**src/hw/rtl/double_ended_queue_with_reverse_macros.svh**
```systemverilog
// assertion macros shared by the deque rtl
`ifndef DOUBLE_ENDED_QUEUE_WITH_REVERSE_MACROS_SVH
`define DOUBLE_ENDED_QUEUE_WITH_REVERSE_MACROS_SVH

// same-cycle implication, checked at every rising clock edge out of reset
`define DEQ_ASSERT_NOW(label, clk, rst_n, ante, cons, msg) \
    label: assert property (@(posedge clk) disable iff (!rst_n) (ante) |-> (cons)) \
        else $error(msg);

// next-cycle implication, checked at every rising clock edge out of reset
`define DEQ_ASSERT_NEXT(label, clk, rst_n, ante, cons, msg) \
    label: assert property (@(posedge clk) disable iff (!rst_n) (ante) |=> (cons)) \
        else $error(msg);

`endif

```
**src/hw/rtl/deq_rev_pkg.sv**
```systemverilog
package deq_rev_pkg;

    // storage geometry
    localparam int CAPACITY   = 16;
    localparam int DATA_WIDTH = 64;

    // fixed field widths
    localparam int OP_W     = 3;
    localparam int FIELD_W  = 64;
    localparam int STATUS_W = 2;
    localparam int OCC_W    = 5;

    // derived widths
    localparam int IDX_W = (CAPACITY > 1) ? $clog2(CAPACITY) : 1;
    localparam int CNT_W = $clog2(CAPACITY + 1);
    localparam int SUM_W = $clog2(2 * CAPACITY + 1);

    localparam logic [IDX_W-1:0] LAST_IDX = IDX_W'(CAPACITY - 1);
    localparam logic [CNT_W-1:0] FULL_CNT = CNT_W'(CAPACITY);

    // operation codes
    typedef enum logic [OP_W-1:0] {
        OP_ADD_FRONT = 3'd0,
        OP_ADD_BACK  = 3'd1,
        OP_REM_FRONT = 3'd2,
        OP_REM_BACK  = 3'd3,
        OP_REVERSE   = 3'd4,
        OP_QUERY     = 3'd5
    } t_op;

    // status codes
    typedef enum logic [STATUS_W-1:0] {
        ST_OK    = 2'd0,
        ST_UNDER = 2'd1,
        ST_OVER  = 2'd2
    } t_status;

    // ring index plus offset, offset at most CAPACITY
    function automatic logic [IDX_W-1:0] wrap_add(input logic [IDX_W-1:0] base,
                                                  input logic [CNT_W-1:0] offs);
        logic [SUM_W-1:0] sum;
        sum = SUM_W'(base) + SUM_W'(offs);
        if (sum >= SUM_W'(CAPACITY)) begin
            sum = sum - SUM_W'(CAPACITY);
        end
        return sum[IDX_W-1:0];
    endfunction

    // ring index step forward
    function automatic logic [IDX_W-1:0] wrap_inc(input logic [IDX_W-1:0] base);
        return (base == LAST_IDX) ? '0 : base + IDX_W'(1);
    endfunction

    // ring index step backward
    function automatic logic [IDX_W-1:0] wrap_dec(input logic [IDX_W-1:0] base);
        return (base == '0) ? LAST_IDX : base - IDX_W'(1);
    endfunction

endpackage

```
**src/hw/rtl/double_ended_queue_with_reverse.sv**
```systemverilog
// Bounded double-ended queue with constant-time reversal.
// Input channel: i_valid / o_stall carry one transaction of i_operation and
// i_value (add front, add back, remove front, remove back, reverse, query).
// Output channel: o_valid / i_stall carry one result transaction per input:
// status, logical front and back values (zero when empty), occupancy, empty.
// Values live in a ring memory with two registered read ports; a head index,
// a count and a direction flag sit in flip-flops. Reverse flips the flag.
// Each transaction makes a write-then-read pass through the ring memory: the
// update is made when the input is taken, state S_READ then reads both
// physical ends, and state S_RESP then raises o_valid with the result.
// A new input is taken in the cycle its predecessor's result is taken.
// While the receiver stalls, the result holds and o_stall stays high.
// Reset (synchronous, active low) empties the deque and clears the flag;
// memory contents are not cleared and are never reported until written.
// Refused operations (underflow, overflow) leave the state unchanged.
`include "double_ended_queue_with_reverse_macros.svh"

module double_ended_queue_with_reverse (
    input  logic                                    i_clk,
    input  logic                                    i_rst_n,
    input  logic                                    i_valid,
    output logic                                    o_stall,
    input  logic [deq_rev_pkg::OP_W-1:0]            i_operation,
    input  logic [deq_rev_pkg::FIELD_W-1:0]         i_value,
    output logic                                    o_valid,
    input  logic                                    i_stall,
    output logic [deq_rev_pkg::STATUS_W-1:0]        o_status,
    output logic [deq_rev_pkg::FIELD_W-1:0]         o_front_value,
    output logic [deq_rev_pkg::FIELD_W-1:0]         o_back_value,
    output logic [deq_rev_pkg::OCC_W-1:0]           o_occupancy,
    output logic                                    o_is_empty
);

    typedef enum logic [2:0] {
        S_IDLE = 3'b001,
        S_READ = 3'b010,
        S_RESP = 3'b100
    } t_state;

    t_state r_state, n_state;

    logic [deq_rev_pkg::IDX_W-1:0]      r_head, n_head;
    logic [deq_rev_pkg::CNT_W-1:0]      r_count, n_count;
    logic                               r_rev, n_rev;
    deq_rev_pkg::t_status               r_status, n_status;

    logic [deq_rev_pkg::DATA_WIDTH-1:0] mem [deq_rev_pkg::CAPACITY];
    logic [deq_rev_pkg::DATA_WIDTH-1:0] r_rd_first, r_rd_last;

    logic                               wr_en;
    logic [deq_rev_pkg::IDX_W-1:0]      wr_addr;
    logic [deq_rev_pkg::IDX_W-1:0]      rd_addr_last;
    logic                               in_acc, out_acc;
    logic                               is_empty, is_full, at_first;
    deq_rev_pkg::t_op                   op;

    // handshakes
    assign o_valid = (r_state == S_RESP);
    assign out_acc = o_valid && !i_stall;
    assign o_stall = !((r_state == S_IDLE) || out_acc);
    assign in_acc  = i_valid && !o_stall;

    assign is_empty = (r_count == '0);
    assign is_full  = (r_count >= deq_rev_pkg::FULL_CNT);
    assign op       = deq_rev_pkg::t_op'(i_operation);

    // operation decode and pointer update
    always_comb begin
        n_head   = r_head;
        n_count  = r_count;
        n_rev    = r_rev;
        n_status = deq_rev_pkg::ST_OK;
        wr_en    = 1'b0;
        wr_addr  = deq_rev_pkg::wrap_add(r_head, r_count);
        at_first = 1'b0;
        case (op)
            deq_rev_pkg::OP_ADD_FRONT, deq_rev_pkg::OP_ADD_BACK: begin
                at_first = (op == deq_rev_pkg::OP_ADD_FRONT) != r_rev;
                if (is_full) begin
                    n_status = deq_rev_pkg::ST_OVER;
                end else begin
                    wr_en   = 1'b1;
                    n_count = r_count + deq_rev_pkg::CNT_W'(1);
                    if (at_first) begin
                        n_head  = deq_rev_pkg::wrap_dec(r_head);
                        wr_addr = deq_rev_pkg::wrap_dec(r_head);
                    end
                end
            end
            deq_rev_pkg::OP_REM_FRONT, deq_rev_pkg::OP_REM_BACK: begin
                at_first = (op == deq_rev_pkg::OP_REM_FRONT) != r_rev;
                if (is_empty) begin
                    n_status = deq_rev_pkg::ST_UNDER;
                end else begin
                    n_count = r_count - deq_rev_pkg::CNT_W'(1);
                    if (at_first) begin
                        n_head = deq_rev_pkg::wrap_inc(r_head);
                    end
                end
            end
            deq_rev_pkg::OP_REVERSE: begin
                if (is_empty) begin
                    n_status = deq_rev_pkg::ST_UNDER;
                end else begin
                    n_rev = !r_rev;
                end
            end
            default: begin
            end
        endcase
    end

    // sequencer
    always_comb begin
        n_state = r_state;
        case (r_state)
            S_IDLE: if (in_acc) n_state = S_READ;
            S_READ: n_state = S_RESP;
            S_RESP: begin
                if (in_acc) begin
                    n_state = S_READ;
                end else if (out_acc) begin
                    n_state = S_IDLE;
                end
            end
            default: n_state = S_IDLE;
        endcase
    end

    // control registers
    always_ff @(posedge i_clk) begin
        if (!i_rst_n) begin
            r_state <= S_IDLE;
            r_head  <= '0;
            r_count <= '0;
            r_rev   <= 1'b0;
        end else begin
            r_state <= n_state;
            if (in_acc) begin
                r_head  <= n_head;
                r_count <= n_count;
                r_rev   <= n_rev;
            end
        end
    end

    // status held with the transaction
    always_ff @(posedge i_clk) begin
        if (in_acc) begin
            r_status <= n_status;
        end
    end

    // ring memory write port
    always_ff @(posedge i_clk) begin
        if (in_acc && wr_en) begin
            mem[wr_addr] <= i_value[deq_rev_pkg::DATA_WIDTH-1:0];
        end
    end

    // two registered read ports at the physical ends
    assign rd_addr_last = deq_rev_pkg::wrap_add(r_head, r_count - deq_rev_pkg::CNT_W'(1));

    always_ff @(posedge i_clk) begin
        if (r_state == S_READ) begin
            r_rd_first <= mem[r_head];
            r_rd_last  <= mem[rd_addr_last];
        end
    end

    // result fields
    assign o_status      = r_status;
    assign o_is_empty    = is_empty;
    assign o_occupancy   = deq_rev_pkg::OCC_W'(r_count);
    assign o_front_value = is_empty ? '0 :
                           deq_rev_pkg::FIELD_W'(r_rev ? r_rd_last : r_rd_first);
    assign o_back_value  = is_empty ? '0 :
                           deq_rev_pkg::FIELD_W'(r_rev ? r_rd_first : r_rd_last);

    // checks
    `DEQ_ASSERT_NEXT(a_acc_to_read, i_clk, i_rst_n, in_acc, r_state == S_READ,
        "accepted transaction did not start a read")
    `DEQ_ASSERT_NEXT(a_read_to_resp, i_clk, i_rst_n, r_state == S_READ, o_valid,
        "read pass did not produce a result")
    `DEQ_ASSERT_NOW(a_over_full, i_clk, i_rst_n,
        o_valid && (r_status == deq_rev_pkg::ST_OVER), r_count == deq_rev_pkg::FULL_CNT,
        "overflow reported while not full")
    `DEQ_ASSERT_NOW(a_under_empty, i_clk, i_rst_n,
        o_valid && (r_status == deq_rev_pkg::ST_UNDER), is_empty,
        "underflow reported while not empty")

endmodule
```
**config.mk**
```make
export PLATFORM = sky130hd
export DESIGN_NAME = double_ended_queue_with_reverse
export DESIGN_NICKNAME = d
export VERILOG_FILES = /design/src/hw/rtl/deq_rev_pkg.sv /design/src/hw/rtl/double_ended_queue_with_reverse.sv
export VERILOG_INCLUDE_DIRS = /design/src /design/src/hw/rtl
export SDC_FILE = /design/constraint.sdc
export NUM_CORES = 1
export LEC_CHECK = 0
export BUFFER_PORTS_ARGS = -buffer_cell sky130_fd_sc_hd__clkbuf_2
export CORE_AREA = 2 2 352 285
export CTS_BUF_LIST = sky130_fd_sc_hd__clkbuf_16
export DETAILED_ROUTE_END_ITERATION = 16
export DIE_AREA = 0 0 354 287
export PLACE_DENSITY = 0.72
export SETUP_SLACK_MARGIN = 0.2
export SYNTH_ARGS = -nofsm -noshare
export SYNTH_HDL_FRONTEND = slang
export SYNTH_SLANG_ARGS = --single-unit
```
**constraint.sdc**
```tcl
create_clock -name i_clk -period 8.4 [get_ports i_clk]
set_input_delay 1.26 -clock i_clk [delete_from_list [all_inputs] [get_ports i_clk]]
set_output_delay 1.26 -clock i_clk [all_outputs]
set_load 0.02 [all_outputs]
```
==> results of run 1 <==
logic make-up (layout without fill, tap and decap cells):
logic type	Yosys count	after routing	synth area share
other	0	4	0
AND/OR/NAND/NOR	182	182	0.01501
multiplexers	899	899	0.3028
AO/OA/AOI/OAI	72	72	0.009140
XOR/XNOR	12	12	0.002244
buffers and inverters	196	485	0.01524
flip-flops	1167	1167	0.6523
adder cells (fa/ha/maj)	13	13	0.003319
per-stage QoR:
stage	area, um^2	utilization	setup slack, ns
floorplan	53530	-	0.6567
global placement	56220	0.5740	3.400
detailed placement	56220	0.5740	3.410
CTS	60120	0.6138	3.476
global route	60140	0.6140	3.153
finish	60140	0.6140	3.570
worst max path at each step:
stage	start	end	slack, ns	depth (start not counted)
6_report	r_head[0]	mem[2][24]	3.57	5
4_1_cts	r_head[0]	r_rd_last[0]	3.48	6
5_1_grt	r_head[0]	r_rd_last[38]	3.15	6
3_5_place_dp	i_stall	mem[0][21]	3.41	6
2_1_floorplan	r_head[1]	mem[11][0]	0.66	9
3_3_place_gp	i_stall	mem[0][21]	3.40	6
registers in the layout (all words and copies together) (netlist names):
name         count
mem           1024
r_rd_first      64
r_rd_last       64
o_occupancy      5
r_head           4
r_state          3
o_status         2
r_rev            1
layout make-up:
class                   instances  area [um^2]
clock buffers                 114         2853
repair buffers                265         1582
clock inverters                97         1051
flip-flops and latches       1167        34930
diodes                          4        10.01
fillers                      6773        37810
multi-input cells            1178        18040
inverters                       9        33.78
well taps                    1312         1642
synth_stat cells, drive strengths merged, types with 7 or more instances:
cell type | n | area [um^2]
mux4 | 576 | 12970
ha | 11 | 137.6
nand2b | 7 | 43.79
nor2 | 133 | 499.2
a211oi | 9 | 67.56
inv | 9 | 33.78
o21ai | 8 | 40.04
mux2i | 323 | 3233
clkbuf | 110 | 412.9
a21oi | 25 | 125.1
edfxtp | 1154 | 34650
nand3 | 11 | 55.05
dfxtp | 13 | 260.3
buf | 77 | 369.1
layer usage:
| layer | GRT usage | wire, um |
|---|---|---|
| met4 | 0.08263 | 3966 |
| met2 | 0.4441 | 67210 |
| met5 | 0 | 49 |
| met1 | 0.3581 | 50030 |
| met3 | 0.04889 | 11150 |
cells in the final DEF, fill, tap and decap left out, drive strengths merged, types with 4 or more instances in the layout:
| cell type | instances |
|---|---|
| clkbuf | 323 |
| a211oi | 9 |
| mux2i | 323 |
| o2111ai | 4 |
| nand2b | 7 |
| edfxtp | 1154 |
| a21oi | 25 |
| a21boi | 5 |
| a21o | 5 |
| clkinvlp | 6 |
| inv | 24 |
| buf | 56 |
| nor2 | 133 |
| o21ai | 8 |
| nand2 | 5 |
| xor2 | 6 |
| clkinv | 54 |
| dfxtp | 13 |
| mux4 | 576 |
| ha | 11 |
| nand3 | 11 |
| bufinv | 22 |
| diode | 4 |
| xnor2 | 6 |
| nor2b | 4 |
worst max-delay path: cells and delay by family (launching register included):
kind | cells | cell delay [ns]
buf+inv | 1 | 0.64
compound gates | 3 | 1.94
fa+ha+maj | 1 | 0.88
flops | 1 | 0.92
power by group:
| part | internal [mW] | switching (mW) | leakage [nW] | total [mW] |
|---|---|---|---|---|
| logic | 0.773 | 0.956 | 7.00 | 1.73 |
| clock network | 3.14 | 2.19 | 1.94 | 5.33 |
| registers | 6.49 | 0.0404 | 10.5 | 6.53 |
==> out/metrics.cfg, run 1 <==
[global_routing]
antenna_found_initial=6
grt_use_total=0.2649
grt_first_pass_wirelength_mm=196.5
grt.overflow.total=0
grt_pass1_vias=29470
grt_start_max_net_pins=148

[logic_synthesis]
yosysUniqueCellTypes=50
syn-num-nets=2625
synth-seq-area-share=0.6523
netlist_instances=2541
ys_async_sr_fraction=0
synth_edf_count=1154
synthesis.area_um2=53530
syn_area_per_cell_um2=21.06
yosysWarnings=0
synth_flop_cell=edfxtp_1
ys_ff_latch=1167

[timing]
hold_violations=0
fin_setup_tns_ns=0
rsz0062_at_grt=no
fmax_mhz=207.0
finClkSkew_ns=0.01707
setup_viol=0
relSlewSlack=0.2497
report.final.slew_viol_count=0
worst_pin_slew_ns=1.123
period_share=0.5750
finalHoldWorstSlack_ns=0.6040
period_minus_slack_ns=4.830

[run]
drv_cap=0

[worst_setup_path]
rr_endpoint=mem[2][24]
path_class=reg2reg
end_kind=flop
rr_startpoint=r_head[0]
crit_required_ns=8.72
critPathArrivalTime_ns=5.15
ff2ff_path_depth=5
path_cells=ha_4 > a21boi_0 > o2111ai_1 > a21oi_4 > buf_4
slowest_delay_ns=1.01
cp-start-kind=flop
cp_max_fo=48
rrSetupSlack_ns=3.57
slowest_stage=a21oi_4

[run_status]
status=finished, final reports clean

[cts]
clk_pin_slew_ns=0.07
cts_buffer_depth=3
cts_hold_buf=0
insertion_delay_ns=0.70
cts_root_buf=clkbuf_16
cts_num_sinks=1167
cts_resized=0
postCtsSetupRepairBufs=0
cts_max_level=3
numCtsBuffers=113
cts_tree=built

[route]
dr_total_vias=28290
drtAntennaViolNets=0
viasPerCell=6.824
route.detailed.drc=0
first_pass_iters=5
drt_iter0_drc=3482
wl_per_cell_um=31.94
drt_wl_total_mm=132.4

[hold_path]
hold-path-cell-count=1
hp-start=r_state[0]
holdPathEnd=r_state[2]
hp-class=reg2reg

[layout]
syn_to_final_growth_pct=12.36
final_nets=2818
finalNonFillerCells=4146
drive_gt1_frac=0.3686

[floorplanning]
start_util=0.5465
core_um2=97940
io_pins=209
dieArea_um2=101600
rows=103
die_y_um=287
fp.dieW_um=354

[power]
finalPower_mw=13.59
leakagePower_nw=19.43
vdd_drop_max_mv=0.1920
p_per_area_nw_per_um2=225.9

[place]
numPortBuffers=208
dp.cells=3930
hpwlAfterDp_mm=70.43
gp_congestion=0.7844

No activity file was read; power rests on OpenSTA's default activity.
==> run 2, diff against run 1 <==
- PLACE_DENSITY: 0.72 -> 0.75
- clock period: 8.4 -> 4.2 ns (I/O delays scaled with it)
==> out/metrics.cfg, run 2 (same netlist as run 1, synthesis figures left out) <==
[run_status]
status=finished, final reports clean

[route]
drt_iter0_drc=3383
drt_wl_total_mm=127.8
first_pass_iters=6
dr_total_vias=28090
wl_per_cell_um=30.85
drtAntennaViolNets=0
viasPerCell=6.778
route.detailed.drc=0

[floorplanning]
dieArea_um2=101600
core_um2=97940
io_pins=209
die_y_um=287
rows=103
fp.dieW_um=354
start_util=0.5465

[worst_setup_path]
slowest_delay_ns=1.11
end_kind=flop
rr_startpoint=o_occupancy[1]
critPathArrivalTime_ns=4.09
cp-start-kind=flop
path_class=reg2reg
cp_max_fo=32
critPathLaunch=o_occupancy[1]
path_cells=inv_1 > ha_1 > inv_1 > ha_1 > a21o_1 > a21oi_1 > xnor2_4 > buf_12 > mux2i_1
slowest_stage=xnor2_4
crit_required_ns=4.72

[layout]
fillCellCount=6694
finalNonFillerCells=4144
post-route-util=0.6138
syn_to_final_growth_pct=12.32
final_common_cell=edfxtp_1
stdcell_area_um2=60120
regMostFlops=mem
final_nets=2823
final_cell_mix=1154 x edfxtp_1, 576 x mux4_2, 323 x mux2i_1, 208 x clkbuf_2, 132 x nor2_1
drive_gt1_frac=0.3674
largest_reg_flops=1024
top_regs=mem (1024), r_rd_first (64), r_rd_last (64)

[timing]
hold_violations=0
rsz0062_at_grt=no
worst_pin_slew_ns=1.406
report.final.slew_viol_count=0
layout_setup_ws_ns=0.6309
fin_setup_tns_ns=0
fmax_mhz=280.2
setup_viol=0
finClkSkew_ns=0.02388
period_minus_slack_ns=3.569
period_share=0.8498
relSlewSlack=0.06257

[cts]
cts_buffer_depth=3
clk_pin_slew_ns=0.06
postCtsSetupRepairBufs=0
cts_max_level=3
cts_num_sinks=1167
cts_resized=0
cts_tree=built
cts_hold_buf=0
insertion_delay_ns=0.69
cts_root_buf=clkbuf_16
numCtsBuffers=111

[place]
numPortBuffers=208
post-place-ws_ns=0.6473
hpwlAfterDp_mm=68.66
gp_congestion=0.8356
placed_area_um2=56600
dp.cells=3938

[power]
combPwrFrac=0.134
vdd_drop_max_mv=0.4068
p_per_area_nw_per_um2=436.8
p_sw_mw=6.249
p_int_mw=20.01
p_seq_frac=0.496
leakagePower_nw=19.44
netSwitchingFraction=0.2380
clkPwrFrac=0.369

[global_routing]
grt_pass1_vias=29580
grt_use_total=0.2555
grt.overflow.total=0
grt_first_pass_wirelength_mm=192.5
antenna_found_initial=8
grt_start_max_net_pins=135

[hold_path]
hp-class=in2reg
hp-start=i_stall

[run]
drv_cap=0

## run 2: cell types whose count changed in the layout (fill, tap and decap cells not counted), moves of 2 or more
cell        change
buf_12         +24
clkbuf_16       -2
inv_1          +11
bufinv_16      -12
clkinv_2        +3
clkinv_1        -5
buf_4          -16
o21ai_0         -2
clkinvlp_4      -4
## run 2: worst max-delay path: cells and delay by family, from the launching register on
family	cells	cell delay [ns]
buf+inv	3	0.65
fa+ha+maj	2	0.62
mux	1	0.27
compound gates	2	0.27
xor+xnor	1	1.11
flops	1	0.44
## run 2: power by group through the flow
stage | Clock (mW) | Combinational [mW] | Sequential (mW)
finish | 9.70 | 3.53 | 13.0
global route | 10.3 | 3.76 | 13.0
CTS | 9.85 | 3.57 | 13.0
detailed placement | 0 | 3.55 | 13.3
global placement | 0 | 3.49 | 13.3
floorplan | 0 | 2.52 | 13.3
## run 2: routing by layer
| layer | share of wire | up-vias | track usage | wire length (um) |
|---|---|---|---|---|
| met3 | 0.087 | 207 | 0.04863 | 11170 |
| li1 | - | 11390 | - | - |
| met1 | 0.38 | 15000 | 0.3462 | 49000 |
| met2 | 0.51 | 1486 | 0.4336 | 64750 |
| met5 | 0.00046 | - | 0 | 59 |
| met4 | 0.022 | 8 | 0.06409 | 2851 |
## run 2: cell type report
type,instances,area (um^2),area share
Multi-Input combinational cell,1178,18060,0.3003
Inverter,9,33.78,0.0005619
Sequential cell,1167,34930,0.5810
Clock inverter,90,709.4,0.01180
Timing Repair Buffer,272,1934,0.03217
Antenna cell,4,10.01,0.0001665
Tap cell,1312,1642,0.02730
Clock buffer,112,2803,0.04662
## run 2: worst paths after layout
path / cells past startpoint / slack [ns] / endpoint
max: 9 / 0.63 / r_rd_last[0]
min: 3 / 0.22 / r_state[2]
max reg2reg: 9 / 0.63 / r_rd_last[0]
min reg2reg: 2 / 0.58 / o_occupancy[0]
## run 2: per-stage QoR
| stage | total power [mW] | hold slack [ns] |
|---|---|---|
| global placement | 16.76 | 0.5130 |
| detailed placement | 16.83 | 0.5577 |
| global route | 27.10 | 0.1940 |
| floorplan | 15.78 | 0.5312 |
| finish | 26.26 | 0.2181 |
| CTS | 26.45 | 0.1762 |
